==> config.mk <==
export PLATFORM = sky130hd
export DESIGN_NAME = dmx_ram
export DESIGN_NICKNAME = d
export VERILOG_FILES = /design/src/sv/dmx_ram.sv
export SDC_FILE = /design/constraint.sdc
export NUM_CORES = 2
export LEC_CHECK = 0
export BUFFER_PORTS_ARGS = -buffer_cell sky130_fd_sc_hd__buf_2
export CAP_MARGIN = 5
export CORE_ASPECT_RATIO = 0.6
export CORE_MARGIN = 3
export CORE_UTILIZATION = 30
export DETAILED_ROUTE_END_ITERATION = 12
export PLACE_DENSITY = 0.52
export SLEW_MARGIN = 20
export SYNTH_ARGS = -nofsm -noshare
export SYNTH_HDL_FRONTEND = slang
export SYNTH_MEMORY_MAX_BITS = 65536
export SYNTH_SLANG_ARGS = --single-unit
==> constraint.sdc <==
create_clock -name clk -period 5.3 [get_ports clk]
set_input_delay 1.325 -clock clk [delete_from_list [all_inputs] [get_ports clk]]
set_output_delay 1.325 -clock clk [all_outputs]
set_load 0.01 [all_outputs]
==> src/sv/dmx_ram.sv <==
`timescale 1ns / 1ps

module dmx_ram #(
    parameter int DEPTH = 513,
    parameter int WIDTH = 8,
    parameter int AW    = $clog2(DEPTH)
) (
    input  logic             clk,
    input  logic             we,
    input  logic [AW-1:0]    waddr,
    input  logic [WIDTH-1:0] wdata,
    input  logic [AW-1:0]    raddr,
    output logic [WIDTH-1:0] rdata
);

    logic [WIDTH-1:0] mem [DEPTH];
    logic [WIDTH-1:0] q_reg;

    always_ff @(posedge clk)
    begin
        if (we)
        begin
            mem[waddr] <= wdata;
        end
        q_reg <= mem[raddr];
    end

    assign rdata = q_reg;

endmodule

Word-level counts from Yosys, hierarchy flattened:

Memory sizes are Yosys's and may differ from the RTL's. A register that Yosys moved wholly into a read port is not among the register bits.
Cells that the tools add are included.

* multiplexer cells: 2

Operator list (number)
* 1-bit two-way mux: 2

* register bits: 0
* RAM bits: 4104
* bits of input ports: 30
* output and inout bits: 8
* logic and storage cells: 3
* memories: 1

Memories
* mem: words 513, width 8, read ports 1, clocked after Yosys merged registers in 1, write ports 1, RTL line 16 `logic [WIDTH-1:0] mem [DEPTH];`

Depth between registers and ports, before layout:

* word-level depth: 2
* gate-level depth with buffers: 14
* depth with buffers taken out: 7

Worst setup path before layout:

Ideal clock, no wire load.

* kind: input-to-reg
* start point: input port raddr[0]
* end point: register q_reg[0] (netlist: rdata[0]) (read register of mem)
* setup time: 0.129 ns
* arrival time: 3.620 ns
* required time: 5.171 ns
* setup slack: 1.551 ns
* cell stages on the path: 10
* path buffers: 4
* cells stage by stage: buf_4 > buf_6 > buf_4 > buf_2 > mux4_2 > mux4_2 > o22ai_1 > nor2_1 > a211oi_1 > o32ai_1

RTL lines
* start, declared: RTL line 12 `input logic [AW-1:0] raddr,`
* end, declared: RTL line 17 `logic [WIDTH-1:0] q_reg;`

==> results.sh <==
export IMPL_p_per_area_mw_per_mm2=363.5
export IMPL_p_sw_share_pct=22.06
export IMPL_wl_per_cell_um=33.54
export IMPL_worstSkewPairLatency_ns=0.95
export IMPL_synth_area_mux_share_pct=16.99
export IMPL_grt_max_degree=158
export IMPL_worstHoldStart="mem[512][7]"
export IMPL_vias=81330
export IMPL_worstPathRequired_ns=6.14
export IMPL_start_util_pct=30.28
export IMPL_ys_seq_area_share_pct=77.24
export IMPL_worstSetupStartpoint="raddr[1]"
export IMPL_combPwrFrac_pct=5.7
export IMPL_worst_setup_path_start_kind="input pin"
export IMPL_port_buffers=37
export IMPL_root_buffer="clkbuf_16"
export IMPL_numClockSinks=4112
export IMPL_ys_ff_latch=4112
export IMPL_yosys_area_share_adder_pct=0
export IMPL_synth_area_mm2=0.1597
export IMPL_leakage_nw=56.03
export IMPL_grt_pass1_wl_um=688100
export IMPL_yosysUniqueCellTypes=72
export IMPL_antenna_found_initial=80
export IMPL_rr_worst_depth=8
export IMPL_synth_xor_area_share_pct=0
export IMPL_hold_depth=2
export IMPL_yosys_top_cells_area="edfxtp_1, mux4_2, nor2_1"
export IMPL_dp_hpwl_um=328300
export IMPL_arrival_ns=5.36
export IMPL_first_global_vias=79040
export IMPL_die_area_mm2=0.5416
export IMPL_yosysTopAreaCell="edfxtp_1"
export IMPL_fin_skew_ns=0.05830
export IMPL_die_h_um=571.2
export IMPL_synth_edf_count=4104
export IMPL_worstHoldPathType="flop to flop"
export IMPL_seq_power_share_pct=53.6
export IMPL_dp_cells=14440
export IMPL_firstDrtPassIters=6
export IMPL_drv_slew=0
export IMPL_postLayoutCoreUtil_pct=34.84
export IMPL_synthToLayoutAreaGrowth_pct=15.07
export IMPL_timing_fmax_mhz=221.1
export IMPL_syn_nets=7255
export IMPL_drive_gt1_share_pct=29.11
export IMPL_gr_total_overflow=0
export IMPL_fillers=48500
export IMPL_multiInputGateArea_mm2=0.03403
export IMPL_status="completed"
export IMPL_via_per_inst=5.377
export IMPL_synth_top_cells_by_count="edfxtp_1, mux4_2, nor2_1, nand2_1, mux2i_1"
export IMPL_yosys_warnings=0
export IMPL_io_pins=38
export IMPL_synthSimpleGateAreaFrac_pct=2.587
export IMPL_rows=206
export IMPL_path_class="input pin to flop"
export IMPL_avgSynthCellArea_um2=22.11
export IMPL_gp_congestion=0.8518
export IMPL_htree_levels=5
export IMPL_internal_power_mw=52.08
export IMPL_fin_cells=15120
export IMPL_drc=0
export IMPL_seq_area_mm2=0.1234
export IMPL_clk_path_buf_depth=4
export IMPL_whs_ns=0.4825
export IMPL_cap_violations=0
export IMPL_cts_tree="yes"
export IMPL_worstMarginPinSlew_ns=1.171
export IMPL_die_w_um=948.1
export IMPL_r2r_start="mem[164][2]"
export IMPL_synth_compound_area_share_pct=1.535
export IMPL_cts_buffers=361
export IMPL_setup_tns_ns=0
export IMPL_slew_headroom_pct=21.65
export IMPL_ys_async_sr_fraction_pct=0
export IMPL_peakVddDrop_uv=271.3
export IMPL_p_sw_mw=14.74
export IMPL_worstPathMaxFanout=34
export IMPL_fin_crit_sh_pct=85.33
export IMPL_post_cts_buffers=0
export IMPL_fin_crit_ns=4.523
export IMPL_setup_viol=0
export IMPL_coreArea_mm2=0.5276
export IMPL_synth_top_area_share_pct=77.14
export IMPL_clkTransAtPathRegs_ns=0.07
export IMPL_synth_cells=7225
export IMPL_cts_resized=0
export IMPL_final_hold_violation_count=0
export IMPL_cts_hold_buf=0
export IMPL_synth_top_family_by_area="multiplexers"
export IMPL_grt_usage_pct=18.25
export IMPL_end_kind="flop"
export IMPL_yosysMostFrequentCell="edfxtp_1"
export IMPL_rsz0062_at_grt="no"
export IMPL_drt_iter0_drc=12960
export IMPL_num_nets_final=7767
export IMPL_p_clk_share_pct=40.8
export IMPL_finalWirelength_um=507200
export IMPL_final_antenna_net_count=0
export IMPL_synth_ff_type="edfxtp_1"
[per-layer routing]
| layer | up-vias | GRT usage, % | share of wire [%] |
|---|---|---|---|
| li1 | 31420 | - | - |
| met1 | 44380 | 27.37 | 43 |
| met2 | 4881 | 24.58 | 41 |
| met3 | 625 | 7.668 | 14 |
| met4 | 18 | 3.696 | 2.1 |
| met5 | - | 0.4202 | 0.11 |
[path summary, 6_finish.rpt]
path / slack (ns) / end
max: 0.78 / rdata[2]
max reg2reg: 1.86 / rdata[2]
min reg2reg: 0.48 / rdata[7]
min: 0.48 / rdata[7]
[state kept, by name (all words and copies together) (netlist names)]
name / flops
mem: 4104
rdata: 8
[cell families after synthesis]
family          after synthesis
compound gates              344
buf+inv                     459
flops                      4112
simple gates                984
mux                        1326
[power by group through the flow]
stage	Sequential [mW]	Clock [mW]	Combinational, mW
floorplan	36.5	0	1.74
global placement	36.5	0	3.69
detailed placement	36.5	0	3.74
CTS	35.8	27.6	3.75
global route	35.8	28.9	3.92
finish	35.8	27.2	3.78
[placed cells by master, fill, tap and decap left out, types with 20 or more instances in the layout]
cell       synthesis  layout
nor2b_1           27      21
nor3_1            23      22
clkbuf_1         177      50
edfxtp_1        4104    4104
nand3_1           65      33
mux2_2            20      20
clkinv_1           2      71
o22ai_1           75      74
clkinv_2           0      71
a21oi_1           45      45
nand2_1          222     221
diode_2            0      30
a211oi_1          33      30
nor2_1           556     538
buf_12             2      82
bufinv_16          0      44
a22oi_1           24      24
buf_4             58     484
mux4_2          1106    1106
o221ai_1          21      21
clkbuf_16          0     370
buf_2            122      24
mux2i_1          196     196
nand3_2            0      32
[critical path: stages]
cell       delay, ns
buf_8           0.41
buf_4           0.43
mux4_2          0.55
nor2b_1         0.14
a211oi_1        0.60
a31oi_1         0.21
a221oi_1        0.89
buf_4           0.27
a2bb2oi_1       0.14
a32o_1          0.26
[through the flow]
step	total power [mW]	cell area [um^2]	setup WS [ns]
2_1_floorplan	38.23	159700	1.551
3_3_place_gp	40.20	171800	-0.2304
3_5_place_dp	40.25	171800	-0.06706
4_1_cts	67.16	183700	0.9241
5_1_grt	68.60	183800	0.8370
6_report	66.82	183800	0.7774
[area by class of cell]
class | instances | share of cell area [%]
well taps | 7072 | 4.813
clock inverters | 225 | 1.299
inverters | 7 | 0.02382
multi-input cells | 2654 | 18.51
diodes | 30 | 0.04084
repair buffers | 601 | 3.024
clock buffers | 423 | 5.161
flip-flops and latches | 4112 | 67.13
Note: power is estimated with default switching activity, not from simulation.
