File: config.mk
export PLATFORM = sky130hd
export DESIGN_NAME = dmx_ctrl
export DESIGN_NICKNAME = d
export VERILOG_FILES = /design/src/sv/dmx_pkg.sv /design/src/sv/dmx_ctrl.sv
export SDC_FILE = /design/constraint.sdc
export NUM_CORES = 1
export LEC_CHECK = 0
export ABC_AREA = 1
export BUFFER_PORTS_ARGS = -buffer_cell sky130_fd_sc_hd__buf_4
export CELL_PAD_IN_SITES_DETAIL_PLACEMENT = 1
export CELL_PAD_IN_SITES_GLOBAL_PLACEMENT = 2
export CORE_UTILIZATION = 31
export CTS_BUF_LIST = sky130_fd_sc_hd__clkbuf_16
export CTS_CLUSTER_DIAMETER = 200
export DETAILED_ROUTE_END_ITERATION = 16
export GPL_TIMING_DRIVEN = 1
export PLACE_DENSITY = 0.85
export SLEW_MARGIN = 20
export SYNTH_ARGS = -nofsm -noshare
export SYNTH_HDL_FRONTEND = slang
export SYNTH_SLANG_ARGS = --single-unit
File: constraint.sdc
create_clock -name clk -period 4.26 [get_ports clk]
set_clock_uncertainty 0.2 [all_clocks]
set_input_delay 0 -clock clk [delete_from_list [all_inputs] [get_ports clk]]
set_output_delay 0 -clock clk [all_outputs]
set_load 0.01 [all_outputs]
File: src/sv/dmx_pkg.sv
`timescale 1ns / 1ps

package dmx_pkg;

    localparam int FRAME_BYTES = 513;
    localparam int ADDR_W      = $clog2(FRAME_BYTES);
    localparam int SLOT_W      = $clog2(FRAME_BYTES + 1);
    localparam int CMP_W       = (SLOT_W > 10) ? SLOT_W : 10;

    localparam logic [ADDR_W-1:0] LAST_ADDR       = ADDR_W'(FRAME_BYTES - 1);
    localparam logic [9:0]        MIN_SLOTS_RESET = 10'd24;
    localparam logic [9:0]        PUB_SLOTS_RESET = 10'(FRAME_BYTES - 1);

    localparam logic [1:0] MODE_BYTE  = 2'd0;
    localparam logic [1:0] MODE_BREAK = 2'd1;
    localparam logic [1:0] MODE_READ  = 2'd2;

    typedef enum logic [1:0] {
        PH_IDLE,
        PH_ARMED,
        PH_RECV
    } phase_t;

    typedef enum logic [1:0] {
        ST_CLEAR,
        ST_IDLE,
        ST_READ,
        ST_COPY
    } state_t;

    typedef struct packed {
        logic [1:0] mode;
        logic [7:0] data_byte;
        logic [9:0] channel;
    } item_t;

    typedef struct packed {
        logic [7:0] read_data;
        logic       read_out_of_range;
        logic       frame_published;
        logic [9:0] slot_count;
    } result_t;

    typedef struct packed {
        logic              we;
        logic [ADDR_W-1:0] waddr;
        logic [7:0]        wdata;
        logic [ADDR_W-1:0] raddr;
    } mem_req_t;

endpackage

File: src/sv/dmx_ctrl.sv
`timescale 1ns / 1ps

module dmx_ctrl (
    input  logic              clk,
    input  logic              rst_n,
    input  logic              start,
    input  dmx_pkg::item_t    item,
    output logic              busy,
    output logic              done,
    output dmx_pkg::result_t  result,
    input  logic              cfg_we,
    input  logic [9:0]        cfg_data,
    output dmx_pkg::mem_req_t rb_req,
    input  logic [7:0]        rb_rdata,
    output dmx_pkg::mem_req_t pb_req,
    input  logic [7:0]        pb_rdata
);

    dmx_pkg::state_t  state_reg, state_next;
    dmx_pkg::phase_t  phase_reg, phase_next;
    logic [dmx_pkg::SLOT_W-1:0] slot_reg, slot_next;
    logic [dmx_pkg::SLOT_W-1:0] cnt_reg, cnt_next;
    logic [dmx_pkg::SLOT_W-1:0] len_reg, len_next;
    logic [dmx_pkg::ADDR_W-1:0] wr_addr_reg, wr_addr_next;
    logic                       wr_valid_reg, wr_valid_next;
    logic                       sc_nz_reg, sc_nz_next;
    logic [9:0]                 min_reg, min_next;
    logic [9:0]                 pub_slots_reg, pub_slots_next;
    logic                       done_reg, done_next;
    dmx_pkg::result_t           out_reg, out_next;

    logic [dmx_pkg::SLOT_W-1:0] slot_inc;
    logic [dmx_pkg::SLOT_W-1:0] pub_len;
    logic                       do_pub;

    always_ff @(posedge clk or negedge rst_n)
    begin
        if (!rst_n)
        begin
            state_reg     <= dmx_pkg::ST_CLEAR;
            phase_reg     <= dmx_pkg::PH_IDLE;
            slot_reg      <= '0;
            cnt_reg       <= '0;
            wr_valid_reg  <= 1'b0;
            sc_nz_reg     <= 1'b0;
            min_reg       <= dmx_pkg::MIN_SLOTS_RESET;
            pub_slots_reg <= dmx_pkg::PUB_SLOTS_RESET;
            done_reg      <= 1'b0;
        end
        else
        begin
            state_reg     <= state_next;
            phase_reg     <= phase_next;
            slot_reg      <= slot_next;
            cnt_reg       <= cnt_next;
            wr_valid_reg  <= wr_valid_next;
            sc_nz_reg     <= sc_nz_next;
            min_reg       <= min_next;
            pub_slots_reg <= pub_slots_next;
            done_reg      <= done_next;
        end
    end

    always_ff @(posedge clk)
    begin
        len_reg     <= len_next;
        wr_addr_reg <= wr_addr_next;
        out_reg     <= out_next;
    end

    assign slot_inc = slot_reg + 1'b1;

    always_comb
    begin
        state_next     = state_reg;
        phase_next     = phase_reg;
        slot_next      = slot_reg;
        cnt_next       = cnt_reg;
        len_next       = len_reg;
        wr_addr_next   = wr_addr_reg;
        wr_valid_next  = wr_valid_reg;
        sc_nz_next     = sc_nz_reg;
        min_next       = cfg_we ? cfg_data : min_reg;
        pub_slots_next = pub_slots_reg;
        done_next      = 1'b0;
        out_next       = out_reg;
        rb_req         = '0;
        pb_req         = '0;
        do_pub         = 1'b0;
        pub_len        = slot_reg;

        case (state_reg)
            dmx_pkg::ST_CLEAR:
            begin
                pb_req.we    = 1'b1;
                pb_req.waddr = cnt_reg[dmx_pkg::ADDR_W-1:0];
                pb_req.wdata = 8'd0;
                if (cnt_reg[dmx_pkg::ADDR_W-1:0] == dmx_pkg::LAST_ADDR)
                begin
                    cnt_next   = '0;
                    state_next = dmx_pkg::ST_IDLE;
                end
                else
                begin
                    cnt_next = cnt_reg + 1'b1;
                end
            end

            dmx_pkg::ST_IDLE:
            begin
                if (start)
                begin
                    out_next  = '{read_data: 8'd0, read_out_of_range: 1'b0,
                                  frame_published: 1'b0, slot_count: pub_slots_reg};
                    done_next = 1'b1;
                    case (item.mode)
                        dmx_pkg::MODE_BYTE:
                        begin
                            if (phase_reg == dmx_pkg::PH_RECV)
                            begin
                                rb_req.we    = slot_reg < dmx_pkg::SLOT_W'(dmx_pkg::FRAME_BYTES);
                                rb_req.waddr = slot_reg[dmx_pkg::ADDR_W-1:0];
                                rb_req.wdata = item.data_byte;
                                if (slot_reg == '0)
                                begin
                                    sc_nz_next = item.data_byte != 8'd0;
                                end
                                if (slot_reg == dmx_pkg::SLOT_W'(2) && sc_nz_reg)
                                begin
                                    phase_next = dmx_pkg::PH_IDLE;
                                end
                                slot_next = slot_inc;
                                if (slot_inc >= dmx_pkg::SLOT_W'(dmx_pkg::FRAME_BYTES))
                                begin
                                    phase_next = dmx_pkg::PH_IDLE;
                                    slot_next  = '0;
                                    pub_len    = slot_inc;
                                    do_pub     = !sc_nz_reg &&
                                                 (dmx_pkg::CMP_W'(slot_inc) >
                                                  dmx_pkg::CMP_W'(min_reg));
                                end
                            end
                            else if (phase_reg == dmx_pkg::PH_ARMED)
                            begin
                                phase_next = dmx_pkg::PH_RECV;
                            end
                        end

                        dmx_pkg::MODE_BREAK:
                        begin
                            pub_len    = slot_reg;
                            do_pub     = (phase_reg == dmx_pkg::PH_RECV) &&
                                         (slot_reg > dmx_pkg::SLOT_W'(1)) && !sc_nz_reg &&
                                         (dmx_pkg::CMP_W'(slot_reg) > dmx_pkg::CMP_W'(min_reg));
                            phase_next = dmx_pkg::PH_ARMED;
                            slot_next  = '0;
                        end

                        dmx_pkg::MODE_READ:
                        begin
                            if (dmx_pkg::CMP_W'(item.channel) <
                                dmx_pkg::CMP_W'(dmx_pkg::FRAME_BYTES))
                            begin
                                pb_req.raddr = item.channel[dmx_pkg::ADDR_W-1:0];
                                done_next    = 1'b0;
                                state_next   = dmx_pkg::ST_READ;
                            end
                            else
                            begin
                                out_next.read_out_of_range = 1'b1;
                            end
                        end

                        default:
                        begin
                        end
                    endcase

                    if (do_pub)
                    begin
                        pub_slots_next = 10'(pub_len - 1'b1);
                        len_next       = pub_len;
                        cnt_next       = '0;
                        wr_valid_next  = 1'b0;
                        done_next      = 1'b0;
                        state_next     = dmx_pkg::ST_COPY;
                    end
                end
            end

            dmx_pkg::ST_READ:
            begin
                out_next.read_data = pb_rdata;
                done_next          = 1'b1;
                state_next         = dmx_pkg::ST_IDLE;
            end

            dmx_pkg::ST_COPY:
            begin
                rb_req.raddr = cnt_reg[dmx_pkg::ADDR_W-1:0];
                pb_req.we    = wr_valid_reg;
                pb_req.waddr = wr_addr_reg;
                pb_req.wdata = rb_rdata;
                if (cnt_reg < len_reg)
                begin
                    cnt_next      = cnt_reg + 1'b1;
                    wr_valid_next = 1'b1;
                    wr_addr_next  = cnt_reg[dmx_pkg::ADDR_W-1:0];
                end
                else
                begin
                    wr_valid_next = 1'b0;
                    if (!wr_valid_reg)
                    begin
                        out_next.frame_published = 1'b1;
                        out_next.slot_count      = pub_slots_reg;
                        done_next                = 1'b1;
                        cnt_next                 = '0;
                        state_next               = dmx_pkg::ST_IDLE;
                    end
                end
            end

            default:
            begin
                state_next = dmx_pkg::ST_IDLE;
            end
        endcase
    end

    assign busy   = state_reg != dmx_pkg::ST_IDLE;
    assign done   = done_reg;
    assign result = out_reg;

endmodule

Word level (Yosys, flattened, before mapping)
Cells that the tools add are included.
Widths: inputs -> output; s select.

word-level totals
  register bits after elaboration = 87
  input port bits = 50
  output and inout bits = 80
  word-level logic and storage cells = 130

cells by class
  add/sub/neg operators = 3
  $lt $le $gt $ge = 7
  eq/ne operators = 21
  muxes and demuxes = 59
  reductions and logical operators = 25

operators by type and width
  cell                   number
  $mux 10                17
  $mux 19                4
  $pmux 19 s2            1
  $pmux 10 s3            1
  $mux 11                2
  $mux 2                 11
  $pmux 11 s2            1
  $add 10x1->10 const B  2
  $gt 10x10->1           2
  $lt 10x10->1 const B   2
  $mux 20                1
  $pmux 10 s2            1
  $pmux 8 s2             1
  $mux 1                 14
  $ne 2x2->1 const B     6
  $reduce_and 4->1       3
  $eq 10x10->1 const B   1
  $eq 10x2->1 const B    1
  $ge 10x10->1 const B   1
  $gt 10x1->1 const B    1
  $logic_not 10->1       1
  $lt 10x10->1           1
  $reduce_and 5->1       2
  $sub 10x1->10 const B  1
  19 further kinds       37

Logic depth before layout (Yosys ltp)
  word-level depth = 11
  mapped depth = 21
  mapped depth without buffers = 20

Worst setup path after synthesis
Ideal clock, no wire load.

  path type = reg-to-reg
  from = register slot_reg[0] (netlist bit)
  to = register pub_slots_reg[8]
  library setup time = 0.118 ns
  arrival time = 2.871 ns
  required time = 3.942 ns
  path slack = 1.071 ns
  cell stages (with the launch flop) = 20
  path buffers = 1
  period minus slack after synthesis = 3.189 ns
  path through = dfrtp_1 ha_1 nand2_1 nor2_2 nand2_1 nand2_1 nand2_2 nor2_2 nand2_2 buf_6 nand2_1 ha_1 or2_2 o21ai_1 ha_1 nand2_1 nor2_1 nand3_1 nand3_1 nand2_1

between the ends
  longest elaborated chain between the ends = 9
  elaborated cells between the ends (all ways) = 21
  those cells by class = add/sub (2); order compare (4); mux (10); reduce/logical (5)

RTL lines
  element                                                line            RTL
  from (decl)                                            dmx_ctrl.sv:21  logic [dmx_pkg::SLOT_W-1:0] slot_reg, slot_next;
  from (signal assigned)                                 dmx_ctrl.sv:54  slot_reg <= slot_next;
  branches (longest 9 deep; another with $add 10x1->10)  -
  to (signal assigned)                                   dmx_ctrl.sv:47  pub_slots_reg <= dmx_pkg::PUB_SLOTS_RESET;
  to (signal assigned)                                   dmx_ctrl.sv:59  pub_slots_reg <= pub_slots_next;
  to (decl)                                              dmx_ctrl.sv:28  logic [9:0] pub_slots_reg, pub_slots_next;

Parallel ways; which one is timed is not known. The select of a mux whose other input is x is not followed.
A chain may end at the register's enable or synchronous reset.

Final worst setup path
  from = register slot_reg[0] (netlist bit)
  to = register pub_slots_reg[4]

The elaborated chain is that of the path after synthesis.

==> flow_summary.json <==
{
  "cts.clk_slew.worst_paths_ps": 70,
  "async_flop_share": 0.540,
  "cp-start-kind": "flip-flop",
  "synth_top_area_cell": "edfxtp_1",
  "gr-usage-all-layers": 0.185,
  "violations": "design-rule violations",
  "period_share": 0.864,
  "grt-ovfl-total": 0,
  "critPathCaptureType": "flip-flop",
  "power.density_mw_per_mm2": 540,
  "nNetsFinal": 1025,
  "syn_area_per_cell_sq_um": 7.51,
  "area_growth_pct": 33.8,
  "final.setup.tns_ps": 0,
  "root_buffer": "clkbuf_16",
  "cts_max_path_buffers": 2,
  "worstPathMaxFanout": 11,
  "viasPerCell": 4.74,
  "cellLeakagePower_nw": 3.97,
  "ff2ff_path_depth": 19,
  "multi_input_area_sq_mm": 0.00277,
  "grt_pass1_vias": 5583,
  "mostFrequentLayoutCells": "199 x nand2_1, 136 x buf_4, 131 x inv_1",
  "vias": 5550,
  "ys_warn_count": 0,
  "ys_seq_elements": 87,
  "rsz0062_at_grt": "no",
  "diodes": 0,
  "chipWidth_um": 139,
  "cp.arrival_ps": 3760,
  "hold_class": "primary input to asynchronous set/reset pin",
  "maxCapViolCount": 0,
  "row_count": 49,
  "initial_core_util": 0.319,
  "synthCells": 770,
  "r2r-end": "pub_slots_reg[4]",
  "drt-total-wl_um": 17100,
  "synth_seq_area_share": 0.412,
  "post_cts_resized": 0,
  "final.min_clock_period_ps": 3680,
  "finalPower_mw": 4.18,
  "grt_max_degree": 48,
  "grt_pass1_wl_um": 28300,
  "tightestPinTransition_ps": 931,
  "io_buffers": 129,
  "timing.rr.start": "slot_reg[0]",
  "status": "complete, but fails checks",
  "slew_viol_final": 0,
  "htreeDepth": 3,
  "numCtsBuffers": 9,
  "setup_ws_ps": 578,
  "synth_area_sq_mm": 0.00578,
  "cp.required_ps": 4340,
  "gp_congestion": 0.814,
  "drive_above_1_share": 0.193,
  "ff_latch_area_sq_mm": 0.00238,
  "dpl.hpwl_um": 12800,
  "drtIter0Drc": 302,
  "place_ws_ps": 626,
  "n_fill_cell": 2247,
  "dieArea_sq_mm": 0.0192,
  "synth_edf_count": 40,
  "worst-setup-path-type": "flip-flop to flip-flop",
  "fmax_mhz": 272,
  "finalSetupViolCount": 0,
  "ir_drop_mv": 0.224,
  "syn_nets": 859,
  "r2r_setup_slack_ps": 580,
  "slew_headroom": 0.379,
  "finish.utilization": 0.426,
  "yosysTopAreaCellShare": 0.208,
  "route.detailed.drc": 24,
  "clock_sinks": 87,
  "cts_tree": "yes",
  "synth_area_leaders": "edfxtp_1 21%, dfrtp_1 19%, nand2_1 13%, ha_1 8.4%, inv_1 8.4%",
  "largest_register_ffs": 20,
  "final_antenna_net_count": 0,
  "antenna_found_initial": 0,
  "io_pins": 130,
  "coreArea_sq_mm": 0.0181,
  "hold_viol_final": 0,
  "clock_latency_ps": 360,
  "synth.distinct_cells": 46,
  "post_drt_wl_per_cell_um": 14.6,
  "critPathLaunch": "slot_reg[0]",
  "postCtsSetupBuffers": 0,
  "synth_top_flop_cell": "dfrtp_1",
  "final_common_cell": "nand2_1",
  "drt_first_pass_iters": 11,
  "fp.dieH_um": 139
}
what timing repair did:
action	in CTS	in global routing
hold buffers	46	0
setup endpoints to repair	0	0
endpoints found under the hold margin	78	0
cells in the mapped netlist, types with 5 or more instances:
cell / number
a21oi_1: 24
buf_2: 5
clkbuf_1: 16
dfrtp_1: 44
edfxtp_1: 40
ha_1: 39
inv_1: 130
nand2_1: 199
nand2_2: 5
nand3_1: 43
nand4_1: 16
nor2_1: 93
nor3_1: 11
nor4_1: 6
o211ai_1: 5
o21ai_0: 25
o21ai_1: 7
o21ai_2: 6
o32ai_1: 5
xor2_1: 7
per-stage QoR:
stage / hold slack, ps / cell area (sq um) / std cells
2_1_floorplan: -496 / 5780 / 770
3_3_place_gp: -117 / 6950 / 1108
3_5_place_dp: -111 / 6950 / 1108
4_1_cts: 45.8 / 7730 / 1170
5_1_grt: 84.1 / 7740 / 1170
6_report: 26.8 / 7740 / 1170
per-layer routing:
metal  global-route usage  wire (um)  up-vias
met5                    0          0        -
met4               0.0674        298        0
met3               0.0228        614       18
met2                0.339       8740      114
met1                0.222       7440     2616
li1                     -          -     2802
power breakdown:
part           switching [mW]  internal [mW]
combinational            1.26          0.721
clock                   0.360          0.516
sequential              0.193           1.13
how the worst max path moves through the flow:
stage,end,cells after the start
final,pub_slots_reg[4],19
after global routing,pub_slots_reg[4],19
after CTS,pub_slots_reg[8],18
after detailed placement,pub_slots_reg[8],18
after global placement,pub_slots_reg[8],18
after floorplan,pub_slots_reg[8],19
worst max-delay path, stage by stage (launching register included):
cell	delay [ps]
dfrtp_1	490
ha_1	260
nand2_1	130
nor2_2	210
nand2_1	70
nand2_1	130
nand2_1	80
nor2_2	100
nand2_2	160
nand2_1	190
ha_1	250
or2_2	290
o21ai_1	220
ha_1	300
nand2_1	90
nor2_1	160
nand2_1	70
nand2_1	60
nand2_1	50
o21ai_1	100
logic make-up after synthesis:
family                   count (synthesis)  share of synthesized area
buffers and inverters                  159                      0.110
adder cells (fa/ha/maj)                 39                     0.0844
XOR/XNOR                                 9                     0.0136
flip-flops                              87                      0.412
multiplexers                             1                    0.00195
AND/OR/NAND/NOR                        390                      0.289
AO/OA/AOI/OAI                           85                     0.0894
layout make-up:
cell class	count	share of cell area
multi-input combinational	524	0.358
sequential	87	0.308
clock inverter	7	0.0126
clock buffer	9	0.0291
timing repair buffer	182	0.191
inverter	132	0.0640
tap	229	0.0370
No activity file was read; power rests on OpenSTA's default activity.
